## config.mk

```make
export PLATFORM = sky130hd
export DESIGN_NAME = csd_ram
export DESIGN_NICKNAME = d
export VERILOG_FILES = /design/src/csd_ram.sv
export SDC_FILE = /design/constraint.sdc
export NUM_CORES = 1
export LEC_CHECK = 0
export ABC_AREA = 1
export BUFFER_PORTS_ARGS = -buffer_cell sky130_fd_sc_hd__buf_4
export CAP_MARGIN = 40
export CORE_UTILIZATION = 50
export DETAILED_ROUTE_END_ITERATION = 16
export PLACE_DENSITY = 0.7
export SYNTH_ARGS = -nofsm -noshare
export SYNTH_HDL_FRONTEND = slang
export SYNTH_SLANG_ARGS = --single-unit
```

## constraint.sdc

```tcl
create_clock -name clk -period 0.9 [get_ports clk]
set_input_delay 0 -clock clk [delete_from_list [all_inputs] [get_ports clk]]
set_output_delay 0 -clock clk [all_outputs]
set_load 0.1 [all_outputs]
```

## src/csd_ram.sv

```systemverilog
// Generic single-write, single-read RAM with registered read data.
`timescale 1ns / 1ps
`default_nettype none
module csd_ram #(
  parameter int WIDTH  = 8,
  parameter int DEPTH  = 16,
  parameter int ADDR_W = $clog2(DEPTH)
) (
  input  wire logic              clk,
  input  wire logic              wr_en,
  input  wire logic [ADDR_W-1:0] wr_addr,
  input  wire logic [WIDTH-1:0]  wr_data,
  input  wire logic              rd_en,
  input  wire logic [ADDR_W-1:0] rd_addr,
  output logic      [WIDTH-1:0]  rd_data
);

  logic [WIDTH-1:0] mem [DEPTH];

  always_ff @(posedge clk) begin
    if (wr_en) begin
      mem[wr_addr] <= wr_data;
    end
    if (rd_en) begin
      rd_data <= mem[rd_addr];
    end
  end

endmodule
`default_nettype wire

```

# [Yosys cells after proc, flatten, opt, wreduce, memory -nomap -nowiden]
# Memories as Yosys holds them, arrays and structs flattened. A register that Yosys moved wholly into a read port is not among the register bits.
# Cells that the tools add are included.
[classes] muxes=2
[op_table] cell="$mux W1" count=2
[word_totals] reg_bits=0 ram_bits=128 inputBits=19 output_inout_bits=8 wordCells=3 n_memories=1
[memory_table] memory="mem" words=16 width=8 rd=1 rd_clocked_by_memory_dff=1 write_ports=1 line="18" text="logic [WIDTH-1:0] mem [DEPTH];"

# [Depth between registers and ports, before layout]
[logic_depth] ltp_word=2 mapped_depth=8 mapped_depth_nobuf=7

# [Least setup slack after synthesis]
# OpenSTA, ideal clock, no wires.
[synth_path] kind="in2reg" startpoint="input port wr_addr[3]" endpoint="memory mem[4][0], enable pin" setup_time_ns=0.370 arrival_time_ns=0.581 t_required_ns=0.530 slack_ns=-0.051 stages=2 n_path_buf=0 cell_sequence="nand3b_1 nor2_1"
[synth_rtl] item="start: declaration" line="11" text="input wire logic [ADDR_W-1:0] wr_addr,"
[synth_rtl] item="end: declaration" line="18"
# No word-level cell before the write port.

==> flow_summary.html <==
<table>
<tr><th>Metric</th><th>Value</th></tr>
<tr><th colspan="2">Routing</th></tr>
<tr><td>Overall routed net length</td><td>13.2 mm</td></tr>
<tr><td>Vias after detailed routing</td><td>4,051</td></tr>
<tr><td>Residual DRC</td><td>0</td></tr>
<tr><td>Via count normalized by instance count</td><td>5.32</td></tr>
<tr><td>Iteration-0 DRC count of the detailed router</td><td>403</td></tr>
<tr><td>Detailed-routing iteration count for the pre-antenna-repair pass</td><td>6</td></tr>
<tr><td>Detailed-route wire length per cell</td><td>17.3 um</td></tr>
<tr><td>Remaining antenna violation count after routing</td><td>0</td></tr>
<tr><th colspan="2">Clock network</th></tr>
<tr><td>Count of clock tree sinks</td><td>136</td></tr>
<tr><td>Number of levels the H-tree was split into</td><td>4</td></tr>
<tr><td>Clock-pin transition on the worst setup and hold timing paths</td><td>0.05 ns</td></tr>
<tr><td>Clock tree buffer depth</td><td>2</td></tr>
<tr><td>Buffers inserted by post-CTS timing repair</td><td>0</td></tr>
<tr><td>Cts bufs inserted</td><td>17</td></tr>
<tr><td>Buffer type at the clock tree root</td><td>sky130_fd_sc_hd__clkbuf_16</td></tr>
<tr><td>TritonCTS clock tree</td><td>done</td></tr>
<tr><td>Clock latency on the worst-skew pair</td><td>0.41 ns</td></tr>
<tr><th colspan="2">Pwr</th></tr>
<tr><td>Clock power frac</td><td>40.0%</td></tr>
<tr><td>Switching Power</td><td>3.25 mW</td></tr>
<tr><td>Combinational Power Share</td><td>9.5%</td></tr>
<tr><td>Power density over the cells</td><td>1960 mW/mm2</td></tr>
<tr><td>Static leakage</td><td>3.12 nW</td></tr>
<tr><td>Switching part of the total power</td><td>22.9%</td></tr>
<tr><td>Sequential power share</td><td>50.6%</td></tr>
<tr><td>Worst-case vdd ir drop</td><td>0.00133 V</td></tr>
<tr><td>Design internal power</td><td>11.0 mW</td></tr>
<tr><td>Post-route total power</td><td>14.2 mW</td></tr>
<tr><th colspan="2">Timing</th></tr>
<tr><td>Min Clock Period, post-route</td><td>1.11 ns</td></tr>
<tr><td>Final hold slack</td><td>0.0431 ns</td></tr>
<tr><td>FMAX</td><td>899 MHz</td></tr>
<tr><td>Slew Limit Headroom</td><td>76.1%</td></tr>
<tr><td>Unrepaired setup endpoints after global routing</td><td>yes</td></tr>
<tr><td>Actual slew at the worst max-slew pin</td><td>0.357 ns</td></tr>
<tr><td>Setup Viol. Count Final</td><td>16</td></tr>
<tr><td>Worst Clk Skew</td><td>0.00539 ns</td></tr>
<tr><td>Final clock period utilization by the worst path</td><td>124%</td></tr>
<tr><td>Smallest setup slack after layout</td><td>-0.213 ns</td></tr>
<tr><td>Final Hold Vio Count</td><td>0</td></tr>
<tr><td>Slew Limit Fails</td><td>0</td></tr>
<tr><th colspan="2">Placed design</th></tr>
<tr><td>Count of buffers inserted at the top-level ports</td><td>26</td></tr>
<tr><td>Placed cell area</td><td>0.00642 mm2</td></tr>
<tr><td>Dpl hpwl</td><td>8.21 mm</td></tr>
<tr><td>Number of placed instances, taps included</td><td>725</td></tr>
<tr><td>Routability Congestion</td><td>0.880</td></tr>
<tr><th colspan="2">Yosys</th></tr>
<tr><td>Post-synthesis instance area</td><td>0.00585 mm2</td></tr>
<tr><td>Number of synthesized flops with an enable pin</td><td>136</td></tr>
<tr><td>Post-Syn Nets</td><td>570</td></tr>
<tr><td>Number of synthesized register bits</td><td>136</td></tr>
<tr><td>Most frequently used flop master after synthesis</td><td>sky130_fd_sc_hd__edfxtp_1</td></tr>
<tr><td>Leading cell type by number of instances after synthesis</td><td>sky130_fd_sc_hd__nand2_1</td></tr>
<tr><td>Total number of yosys warnings</td><td>0</td></tr>
<tr><td>Avg Inst Size Synth</td><td>10.6 um2</td></tr>
<tr><td>Share of Yosys cell area claimed by the top area cell type</td><td>69.8%</td></tr>
<tr><td>Dominant cells by area after synthesis</td><td>sky130_fd_sc_hd__edfxtp_1 70%, sky130_fd_sc_hd__nand2_1 11%, sky130_fd_sc_hd__nand3_1 8.3%</td></tr>
<tr><td>Syn Inst Count</td><td>551</td></tr>
<tr><td>Sequential cell area fraction in the yosys report</td><td>69.8%</td></tr>
<tr><td>Share of synthesized flip-flops with an asynchronous set or reset</td><td>0%</td></tr>
<tr><td>Count of distinct cell types in the synthesized netlist</td><td>11</td></tr>
<tr><td>Synth area leader</td><td>sky130_fd_sc_hd__edfxtp_1</td></tr>
<tr><td>Cell types with the highest counts after synthesis</td><td>173 x sky130_fd_sc_hd__nand2_1, 136 x sky130_fd_sc_hd__edfxtp_1, 100 x sky130_fd_sc_hd__inv_1</td></tr>
<tr><th colspan="2">Hold path</th></tr>
<tr><td>Path category of the worst min-delay check</td><td>primary input to register</td></tr>
<tr><th colspan="2">Cells and area</th></tr>
<tr><td>Multi-input combinational cell area</td><td>0.00148 mm2</td></tr>
<tr><td>Diodes inserted</td><td>0</td></tr>
<tr><td>Area Growth Syn to Fin</td><td>24.3%</td></tr>
<tr><td>Post-route insts no fill</td><td>762</td></tr>
<tr><td>Core occupancy in the finished layout</td><td>63.7%</td></tr>
<tr><td>Number of nets in the finished design</td><td>629</td></tr>
<tr><td>Finished Cell Area</td><td>0.00727 mm2</td></tr>
<tr><td>Sequential cell area in the final layout</td><td>0.00408 mm2</td></tr>
<tr><td>Proportion of layout cells with a drive suffix above 1</td><td>22.3%</td></tr>
<tr><td>Count of filler cells inserted in the layout</td><td>861</td></tr>
<tr><th colspan="2">Floorplanning</th></tr>
<tr><td>Horiz. Die Dim</td><td>110 um</td></tr>
<tr><td>Core Region</td><td>0.0114 mm2</td></tr>
<tr><td>Die Span Y</td><td>110 um</td></tr>
<tr><td>Total Die Area</td><td>0.0121 mm2</td></tr>
<tr><td>I/O Pins</td><td>27</td></tr>
<tr><td># rows</td><td>39</td></tr>
<tr><td>Initial cell density of the core</td><td>51.2%</td></tr>
<tr><th colspan="2">GRT</th></tr>
<tr><td>Total routing resource utilization after global routing</td><td>23.7%</td></tr>
<tr><td>Initial antenna violation count</td><td>0</td></tr>
<tr><td>Global-route wire length before repair</td><td>20.6 mm</td></tr>
<tr><td>Number of global-route vias before repair</td><td>3,909</td></tr>
<tr><td>Maximum number of pins on one net before global-route repair</td><td>34</td></tr>
<tr><td>GRT Residual Overflow</td><td>0</td></tr>
<tr><th colspan="2">Setup path</th></tr>
<tr><td>Crit end category</td><td>register</td></tr>
<tr><td>Launching element type of the critical path</td><td>register</td></tr>
<tr><td>Data arrival time of the worst path</td><td>1.26 ns</td></tr>
<tr><td>Top fanout value on the critical path</td><td>1</td></tr>
<tr><td>Class of the most critical setup path</td><td>register to register</td></tr>
<tr><td>Data required time at the worst endpoint</td><td>1.05 ns</td></tr>
<tr><th colspan="2">Run</th></tr>
<tr><td>Max-cap violations</td><td>0</td></tr>
<tr><th colspan="2">Status</th></tr>
<tr><td>Outcome</td><td>finished with violations</td></tr>
<tr><td>Failing checks</td><td>setup timing</td></tr>
</table>
## stage by stage
| stage | TNS (ns) | setup WS, ns |
|---|---|---|
| after detailed placement | -7.55 | -0.273 |
| after floorplan | -4.29 | -0.0508 |
| final | -2.06 | -0.213 |
| after global placement | -6.36 | -0.252 |
| after global routing | -2.68 | -0.255 |
| after CTS | -2.00 | -0.159 |
## worst paths after layout
path	depth (start not counted)	end	startpoint	slack (ns)
setup / recovery	6	rd_data[2]	mem[15][2]	-0.21
hold / removal	3	rd_data[4]	rd_addr[3]	0.04
setup reg to reg	6	rd_data[2]	mem[15][2]	-0.21
hold reg to reg	6	rd_data[3]	mem[2][3]	0.76
## cell type report
| cell class | instances | area share (%) |
|---|---|---|
| Multi-Input combinational cell | 289 | 20.3 |
| Inverter | 102 | 5.27 |
| Clock buffer | 20 | 6.01 |
| Clock inverter | 8 | 0.499 |
| Sequential cell | 136 | 56.2 |
| Tap cell | 143 | 2.46 |
| Timing Repair Buffer | 64 | 9.23 |
## power by group through the flow
stage,Combinational (mW),Sequential [mW],Clock [mW]
after detailed placement,1.18,7.31,0
final,1.35,7.19,5.68
after CTS,1.30,7.19,5.73
after global routing,1.45,7.20,5.95
after floorplan,0.503,7.52,0
after global placement,1.16,7.30,0
## registers in the layout (all words and copies together) (netlist names)
name	flops
mem	128
rd_data	8
## placed cells by master (no fill, tap or decap)
| cell | instances |
|---|---|
| sky130_fd_sc_hd__nand3b_1 | 2 |
| sky130_fd_sc_hd__clkinvlp_4 | 1 |
| sky130_fd_sc_hd__nand2_1 | 166 |
| sky130_fd_sc_hd__buf_4 | 36 |
| sky130_fd_sc_hd__clkbuf_1 | 3 |
| sky130_fd_sc_hd__inv_2 | 5 |
| sky130_fd_sc_hd__dlygate4sd3_1 | 9 |
| sky130_fd_sc_hd__clkinv_2 | 2 |
| sky130_fd_sc_hd__nand2_2 | 7 |
| sky130_fd_sc_hd__buf_6 | 8 |
| sky130_fd_sc_hd__nand3_1 | 49 |
| sky130_fd_sc_hd__nor2_1 | 14 |
| sky130_fd_sc_hd__clkbuf_16 | 17 |
| sky130_fd_sc_hd__inv_1 | 97 |
| sky130_fd_sc_hd__nand3_2 | 48 |
| sky130_fd_sc_hd__edfxtp_1 | 136 |
| sky130_fd_sc_hd__nor2_2 | 3 |
| sky130_fd_sc_hd__clkinv_1 | 5 |
| sky130_fd_sc_hd__buf_12 | 11 |
## cell families (layout without fill, tap and decap cells)
family,after synthesis,after routing,synth area share (%)
and+or+nand+nor,289,289,20.8
DFF,136,136,69.8
buffers and inverters,126,194,9.39
## repair_timing
| action | CTS | global route |
|---|---|---|
| hold endpoints to repair | 136 | 0 |
| gates resized for setup | 45 | 21 |
| pin swaps | 18 | 23 |
| hold buffers | 9 | 0 |
| endpoints found under the setup margin | 16 | 16 |
| gates cloned | 0 | 0 |
## worst max-delay path, cell delays in order, from the launching register on
cell and delay [ns]:
sky130_fd_sc_hd__edfxtp_1 0.40, sky130_fd_sc_hd__inv_2 0.06, sky130_fd_sc_hd__nand2_1 0.05, sky130_fd_sc_hd__nand3_2 0.07, sky130_fd_sc_hd__nand3_2 0.08, sky130_fd_sc_hd__nand3_2 0.11
sky130_fd_sc_hd__nand2_2 0.08
## metal layers
metal	routed length [um]	part of all wire [%]	global-route usage (%)
met5	0	0	0
met4	337	2.6	10.1
met3	910	6.9	4.82
met2	6380	48	37.4
met1	5570	42	32.1
No activity file was read; power rests on OpenSTA's default activity.
