$ cat config.mk
export PLATFORM = sky130hd
export DESIGN_NAME = csd_dist_acc
export DESIGN_NICKNAME = d
export VERILOG_FILES = /design/src/csd_pkg.sv /design/src/csd_dist_acc.sv
export SDC_FILE = /design/constraint.sdc
export NUM_CORES = 1
export LEC_CHECK = 0
export BUFFER_PORTS_ARGS = -buffer_cell sky130_fd_sc_hd__buf_2
export CORE_MARGIN = 2
export CORE_UTILIZATION = 40
export CTS_CLUSTER_SIZE = 30
export DETAILED_ROUTE_END_ITERATION = 12
export HOLD_SLACK_MARGIN = 0.02
export PLACE_DENSITY = 0.69
export RECOVER_POWER = 25
export SYNTH_ARGS = -nofsm -noshare
export SYNTH_HDL_FRONTEND = slang
export SYNTH_SLANG_ARGS = --single-unit
$ cat constraint.sdc
create_clock -name clk -period 8.6 [get_ports clk]
set_input_delay 1.72 -clock clk [delete_from_list [all_inputs] [get_ports clk]]
set_output_delay 1.72 -clock clk [all_outputs]
set_load 0.02 [all_outputs]
$ cat src/csd_pkg.sv
// Shared types and constants for the corner set stability detector.
`timescale 1ns / 1ps
`default_nettype none
package csd_pkg;

  localparam int HISTORY_FRAMES  = 10;
  localparam int MAX_CORNERS     = 64;
  localparam int SLOT_W          = $clog2(HISTORY_FRAMES);
  localparam int FRAME_CNT_W     = $clog2(HISTORY_FRAMES + 1);
  localparam int IDX_W           = $clog2(MAX_CORNERS);
  localparam int CNT_W           = $clog2(MAX_CORNERS + 1);
  localparam int RAM_DEPTH       = HISTORY_FRAMES << IDX_W;
  localparam int ADDR_W          = SLOT_W + IDX_W;
  localparam int X_W             = 15;
  localparam int Y_W             = 14;
  localparam int ENTRY_W         = 2 * X_W + 2 * Y_W;
  localparam int IN_DATA_W       = ((ENTRY_W + 7) / 8) * 8;
  localparam int SUM_W           = 26;
  localparam int OUT_DATA_W      = ((SUM_W + 7) / 8) * 8;
  localparam int DIST_W          = 17;
  localparam logic [SUM_W-1:0] SUM_MAX         = {SUM_W{1'b1}};
  localparam logic [SUM_W-1:0] THRESHOLD_RESET = SUM_W'(16000);

  typedef struct packed {
    logic [Y_W-1:0] ry;
    logic [X_W-1:0] rx;
    logic [Y_W-1:0] ly;
    logic [X_W-1:0] lx;
  } corner_t;

  typedef struct packed {
    logic data_v;
    logic clear;
  } acc_ctl_t;

endpackage
`default_nettype wire

$ cat src/csd_dist_acc.sv
// Shared distance unit: absolute coordinate differences and saturating accumulator.
`timescale 1ns / 1ps
`default_nettype none
module csd_dist_acc
  import csd_pkg::*;
(
  input  wire logic       clk,
  input  wire logic       rst_n,
  input  wire acc_ctl_t   ctl,
  input  wire corner_t    cur,
  input  wire corner_t    stored,
  output logic            busy,
  output logic [SUM_W-1:0] acc
);

  logic [DIST_W-1:0] dist_r, dist_nxt;
  logic              dist_v_r;
  logic [SUM_W-1:0]  acc_r, acc_nxt;
  logic [SUM_W:0]    sum_wide;

  function automatic logic [X_W-1:0] absdiff(input logic [X_W-1:0] a, input logic [X_W-1:0] b);
    absdiff = (a > b) ? (a - b) : (b - a);
  endfunction

  always_comb begin
    dist_nxt = DIST_W'(absdiff(cur.lx, stored.lx))
             + DIST_W'(absdiff(X_W'(cur.ly), X_W'(stored.ly)))
             + DIST_W'(absdiff(cur.rx, stored.rx))
             + DIST_W'(absdiff(X_W'(cur.ry), X_W'(stored.ry)));
    sum_wide = {1'b0, acc_r} + (SUM_W + 1)'(dist_r);
    acc_nxt  = (sum_wide > {1'b0, SUM_MAX}) ? SUM_MAX : sum_wide[SUM_W-1:0];
  end

  always_ff @(posedge clk) begin
    if (!rst_n || ctl.clear) begin
      dist_v_r <= 1'b0;
      acc_r    <= '0;
    end else begin
      dist_v_r <= ctl.data_v;
      if (dist_v_r) begin
        acc_r <= acc_nxt;
      end
    end
    dist_r <= dist_nxt;
  end

  assign busy = dist_v_r;
  assign acc  = acc_r;

endmodule
`default_nettype wire

-- Word-level counts from Yosys, hierarchy flattened
Cells that the tools add are included.
- $add $sub $neg: 12
- reduce and logical (&&, ||, !) cells: 2
- magnitude comparators: 5
- mux-type cells: 5
- operator list (cell ; count):
    $mux W15 ; 4
    $sub A14 B14 Y15 ; 4
    $sub A15 B15 Y15 ; 4
    $gt A15 B15 Y1 ; 2
    $gt A14 B14 Y1 ; 2
    $add A26 B17 Y27 ; 1
    $gt A27 B26 Y1 const B ; 1
    $mux W26 ; 1
    $add A16 B15 Y17 ; 1
    $add A17 B15 Y17 ; 1
    $add A15 B15 Y16 ; 1
    $logic_not A1 Y1 ; 1
    $logic_or A1 B1 Y1 ; 1
- bits in registers: 44
- input bits: 120
- word-level logic and storage cells: 27

-- Longest topological paths before layout
- word-level depth: 5
- gate-level depth with buffers: 28
- mapped depth without buffers: 26

-- Worst setup path after synthesis
OpenSTA, ideal clock, no wires.
- path type: input-to-reg
- start: in cur[4] (netlist name)
- end: reg dist_r[15]
- path buffers: 2
- cell stages on the path: 28
- arrival time: 7.061 ns
- setup slack: 1.433 ns
- cell sequence: inv_1 -> ha_1 -> buf_2 -> and4_4 -> o21a_4 -> nor3_2 -> o21ai_2 -> nor4_1 -> or4_4 -> a21oi_4 -> buf_12 -> mux2_2 -> fa_1 -> inv_1 -> fa_1 -> inv_1 -> ha_1 -> inv_1 -> fa_1 -> nor2b_1 -> o21ai_0 -> a21boi_0 -> o21ai_0 -> a21oi_1 -> a41o_1 -> nor4_1 -> nor2_1 -> o311ai_0
- word-level cells in the longest chain between the ends: 5
- RTL lines (element ; RTL line ; source):
    from (decl) ; csd_dist_acc.sv:10 ; input wire corner_t cur,
    $sub A15 B15 Y15 or $gt A15 B15 Y1 (tied branches) ; csd_dist_acc.sv:22 ; absdiff = (a > b) ? (a - b) : (b - a);
    $mux W15 (*) ; csd_dist_acc.sv:22 ;
    $add A15 B15 Y16 (*) ; csd_dist_acc.sv:27 ; + DIST_W'(absdiff(X_W'(cur.ly), X_W'(stored.ly)))
    $add A16 B15 Y17 (*) ; csd_dist_acc.sv:28 ; + DIST_W'(absdiff(cur.rx, stored.rx))
    $add A17 B15 Y17 (*) ; csd_dist_acc.sv:29 ; + DIST_W'(absdiff(X_W'(cur.ry), X_W'(stored.ry)));
    via dist_nxt[15] ; csd_dist_acc.sv:16 ; logic [DIST_W-1:0] dist_r, dist_nxt;
    to (signal assigned) ; csd_dist_acc.sv:44 ; dist_r <= dist_nxt;
    to (decl) ; csd_dist_acc.sv:16 ;
The timed path passes the listed nets; every way through them passes the cells marked *.
A chain may end at the register's enable or synchronous reset.

-- Worst setup path after layout
- start: in cur[19] (netlist name)
- end: reg dist_r[15]
- word-level cells in the longest chain between the ends: 5
- RTL lines (element ; RTL line):
    $sub A14 B14 Y15 or $gt A14 B14 Y1 (tied branches) ; csd_dist_acc.sv:22
    $mux W15 (*) ; csd_dist_acc.sv:22
    $add A15 B15 Y16 (*) ; csd_dist_acc.sv:27
    $add A16 B15 Y17 (*) ; csd_dist_acc.sv:28
    $add A17 B15 Y17 (*) ; csd_dist_acc.sv:29
    via dist_nxt[15] ; csd_dist_acc.sv:16
Marks and branches as above.

==> results_dict.tcl <==
set metrics [dict create \
    cts_tree "built" \
    die_area_um2 24200 \
    place_congestion 0.898 \
    met2_usage_pct 34.0 \
    async_flop_share_pct 0 \
    first_iter_violations 483 \
    outcome "finished, final reports clean" \
    power.leakage_nw 5.44 \
    netlist_area_um2 9190 \
    startpoint_type "primary input" \
    drtPass1Iterations 7 \
    grt_pass1_vias 8038 \
    regArea_um2 881 \
    maxSlewHeadroom_pct 45.7 \
    cp_data_arrival_time_ns 7.70 \
    cts.clk_slew.worst_paths_ns 0.06 \
    synth_common_cells "213 x inv_1, 148 x ha_1, 93 x a21oi_1" \
    drc 0 \
    cts_hold_buf 0 \
    yosysTopAreaCellShare_pct 20.1 \
    antenna_found_initial 0 \
    drv_cap 0 \
    numCtsBuffers 5 \
    wl_per_cell_um 14.5 \
    synth_most_common_cell "inv_1" \
    setup_viol 0 \
    avgSynthCellArea_um2 7.64 \
    cts_max_level 2 \
    ys_seq_area_share_pct 9.58 \
    ys_types 83 \
    whs_ns 0.542 \
    root_buffer "clkbuf_16" \
    grt_util_all_layers_pct 18.6 \
    drive_gt1_share_pct 13.1 \
    yosys-top-cells-area "ha_1 20%, dfxtp_1 9.6%, inv_1 8.7%" \
    synth_area_leader_cell "ha_1" \
    max_freq_mhz 133 \
    crit_path_end_kind "register" \
    drt_wl_total_um 23200 \
    rows 55 \
    synth_seq_cells 44 \
    synthMuxAreaShare_pct 3.20 \
    hold_viol_final 0 \
    max-clock-path-buffers 2 \
    peakVddDrop_v 0.000215 \
    synth-xor-area-share_pct 7.05 \
    worst_pin_slew_ns 0.815 \
    synth_nets 1511 \
    cts_setup_buffers 0 \
    vias_per_cell 5.34 \
    comb_power_share_pct 79.5 \
    finClkSkew_ns 0.00707 \
    fillers 2285 \
    p_clk_share_pct 8.0 \
    synth_edf_count 0 \
    final_antenna_net_count 0 \
    synthAdderAreaFrac_pct 28.6 \
    setup_tns_ns 0 \
    slew_violations 0 \
    clock-sinks 44 \
    utilization_pct 45.3 \
    dp.cells 1595 \
    core_um2 22600 \
    worst-path-max-fanout 15 \
    internal-power_w 0.00123 \
    design_power_total_w 0.00241 \
    grtUsageMet1_pct 24.0 \
    io_buffers 146 \
    syn_to_final_growth_pct 11.3 \
    dp_hpwl_um 20000 \
    synth_top_family_by_area "adder cells" \
    period_share_pct 87.6 \
    grt-ovfl-total 0 \
    synthSimpleGateAreaFrac_pct 14.8 \
    min_period_ns 7.54 \
    initial_utilization_pct 40.7 \
    cts_resized 0 \
    syn_inst 1204 \
    finalNetCount 1624 \
    grtUsageMet3_pct 1.72 \
    worstHoldPathType "reg2reg" \
    die_h_um 156 \
    vias 8556 \
    multi_input_area_um2 7300 \
    p_sw_w 0.00118 \
    fin_cells 1603 \
    worstSetupPathType "in2reg" \
    yosys_most_used_dff "dfxtp_1" \
    switching_share_pct 49.0 \
    clk_latency_ns 0.29 \
    power_density_nw_per_um2 236 \
    die-width_um 156 \
    grt_busiest_layer "met2" \
    grt_max_degree 46 \
    rsz0062_at_grt "false" \
    crit_required_ns 8.77 \
    synth_compound_area_share_pct 25.7 \
    diodes 0 \
    grt_pass1_wl_um 37700 \
    seq_power_share_pct 12.5 \
    pin_count 147 \
    ys_warn_count 0 \
]
power by group through the flow:
| stage | registers [W] | logic [W] | clock network (W) |
|---|---|---|---|
| after global placement | 0.000307 | 0.00186 | 0 |
| after global routing | 0.000306 | 0.00218 | 0.000202 |
| after detailed placement | 0.000307 | 0.00191 | 0 |
| after CTS | 0.000303 | 0.00192 | 0.000195 |
| after floorplan | 0.000298 | 0.00150 | 0 |
| final | 0.000302 | 0.00192 | 0.000192 |
sequential cells by signal (all words and copies together), names as in the netlist:
name and count:
busy 1, acc 26, dist_r 17
through the flow:
step,cell area (um^2),setup WS (ns)
6_report,10200,1.06
5_1_grt,10200,0.566
4_1_cts,10300,1.13
3_5_place_dp,10100,0.858
3_3_place_gp,10100,1.04
2_1_floorplan,9190,1.43
worst paths after layout:
check,start,to,slack [ns],cells after the start
worst max register to register,dist_r[0],acc[8],5.19,12
worst min register to register,acc[17],acc[17],0.54,2
worst min-delay path,acc[17],acc[17],0.54,2
worst max-delay path,cur[19],dist_r[15],1.06,25
worst max-delay path, stage by stage:
cell and delay, ns:
buf_2 0.09, inv_1 0.04, ha_1 0.45, nand4_1 0.20, or4_4 0.57, nor3b_1 0.17, nand3_2 0.13, and2_1 0.49
nand3b_1 0.13, o21ai_1 0.19, xnor2_1 0.19, fa_1 0.54, inv_1 0.06, fa_1 0.52, inv_1 0.04, ha_1 0.32
nor2b_1 0.14, o21ai_0 0.17, a21boi_0 0.15, o21ai_0 0.24, a21oi_1 0.12, a41o_1 0.27, nor4_1 0.29, nor2_1 0.13
o311ai_0 0.35
final cells by class:
cell class / instances / share of cell area [%]
multi-input cells: 902 / 71.3
flip-flops and latches: 44 / 8.61
clock buffers: 7 / 1.39
inverters: 213 / 7.82
repair buffers: 151 / 7.28
well taps: 285 / 3.49
clock inverters: 1 / 0.0734
metal layers:
| metal | routed length [um] | share of wire (%) |
|---|---|---|
| met1 | 10500 | 45 |
| met2 | 11400 | 49 |
| met3 | 1020 | 4.4 |
| met4 | 352 | 1.5 |
| met5 | 0 | 0 |
cells by family (layout without fill, tap and decap cells):
logic type,after synthesis,in the layout
AND/OR/NAND/NOR,260,260
adder cells (fa/ha/maj),187,187
AO/OA/AOI/OAI,353,353
XOR/XNOR,74,74
multiplexers,28,28
flip-flops,44,44
buffers and inverters,258,372
cells in the final DEF (no fill, tap or decap), types with 5 or more instances in the layout:
master | netlist | layout
inv_1 | 213 | 213
ha_1 | 148 | 148
buf_2 | 12 | 130
a21oi_1 | 93 | 93
nor2_1 | 60 | 60
nand2_1 | 59 | 59
o21ai_0 | 59 | 59
a21o_1 | 56 | 56
xnor2_1 | 45 | 45
dfxtp_1 | 44 | 44
fa_1 | 39 | 39
a31oi_1 | 34 | 34
xor2_1 | 29 | 29
nand3_1 | 25 | 25
mux2i_1 | 23 | 23
nor3_1 | 21 | 21
clkbuf_1 | 28 | 18
nor2b_1 | 15 | 15
a211oi_1 | 14 | 14
nand2b_1 | 12 | 12
o21a_1 | 10 | 10
and3_1 | 10 | 10
o21bai_1 | 10 | 10
nand4_1 | 9 | 9
or3_1 | 8 | 8
nand3b_1 | 7 | 7
and2_1 | 6 | 6
o211ai_1 | 6 | 6
a221oi_1 | 5 | 5
clkbuf_16 | 0 | 5
(Power assumes the default switching activity.)
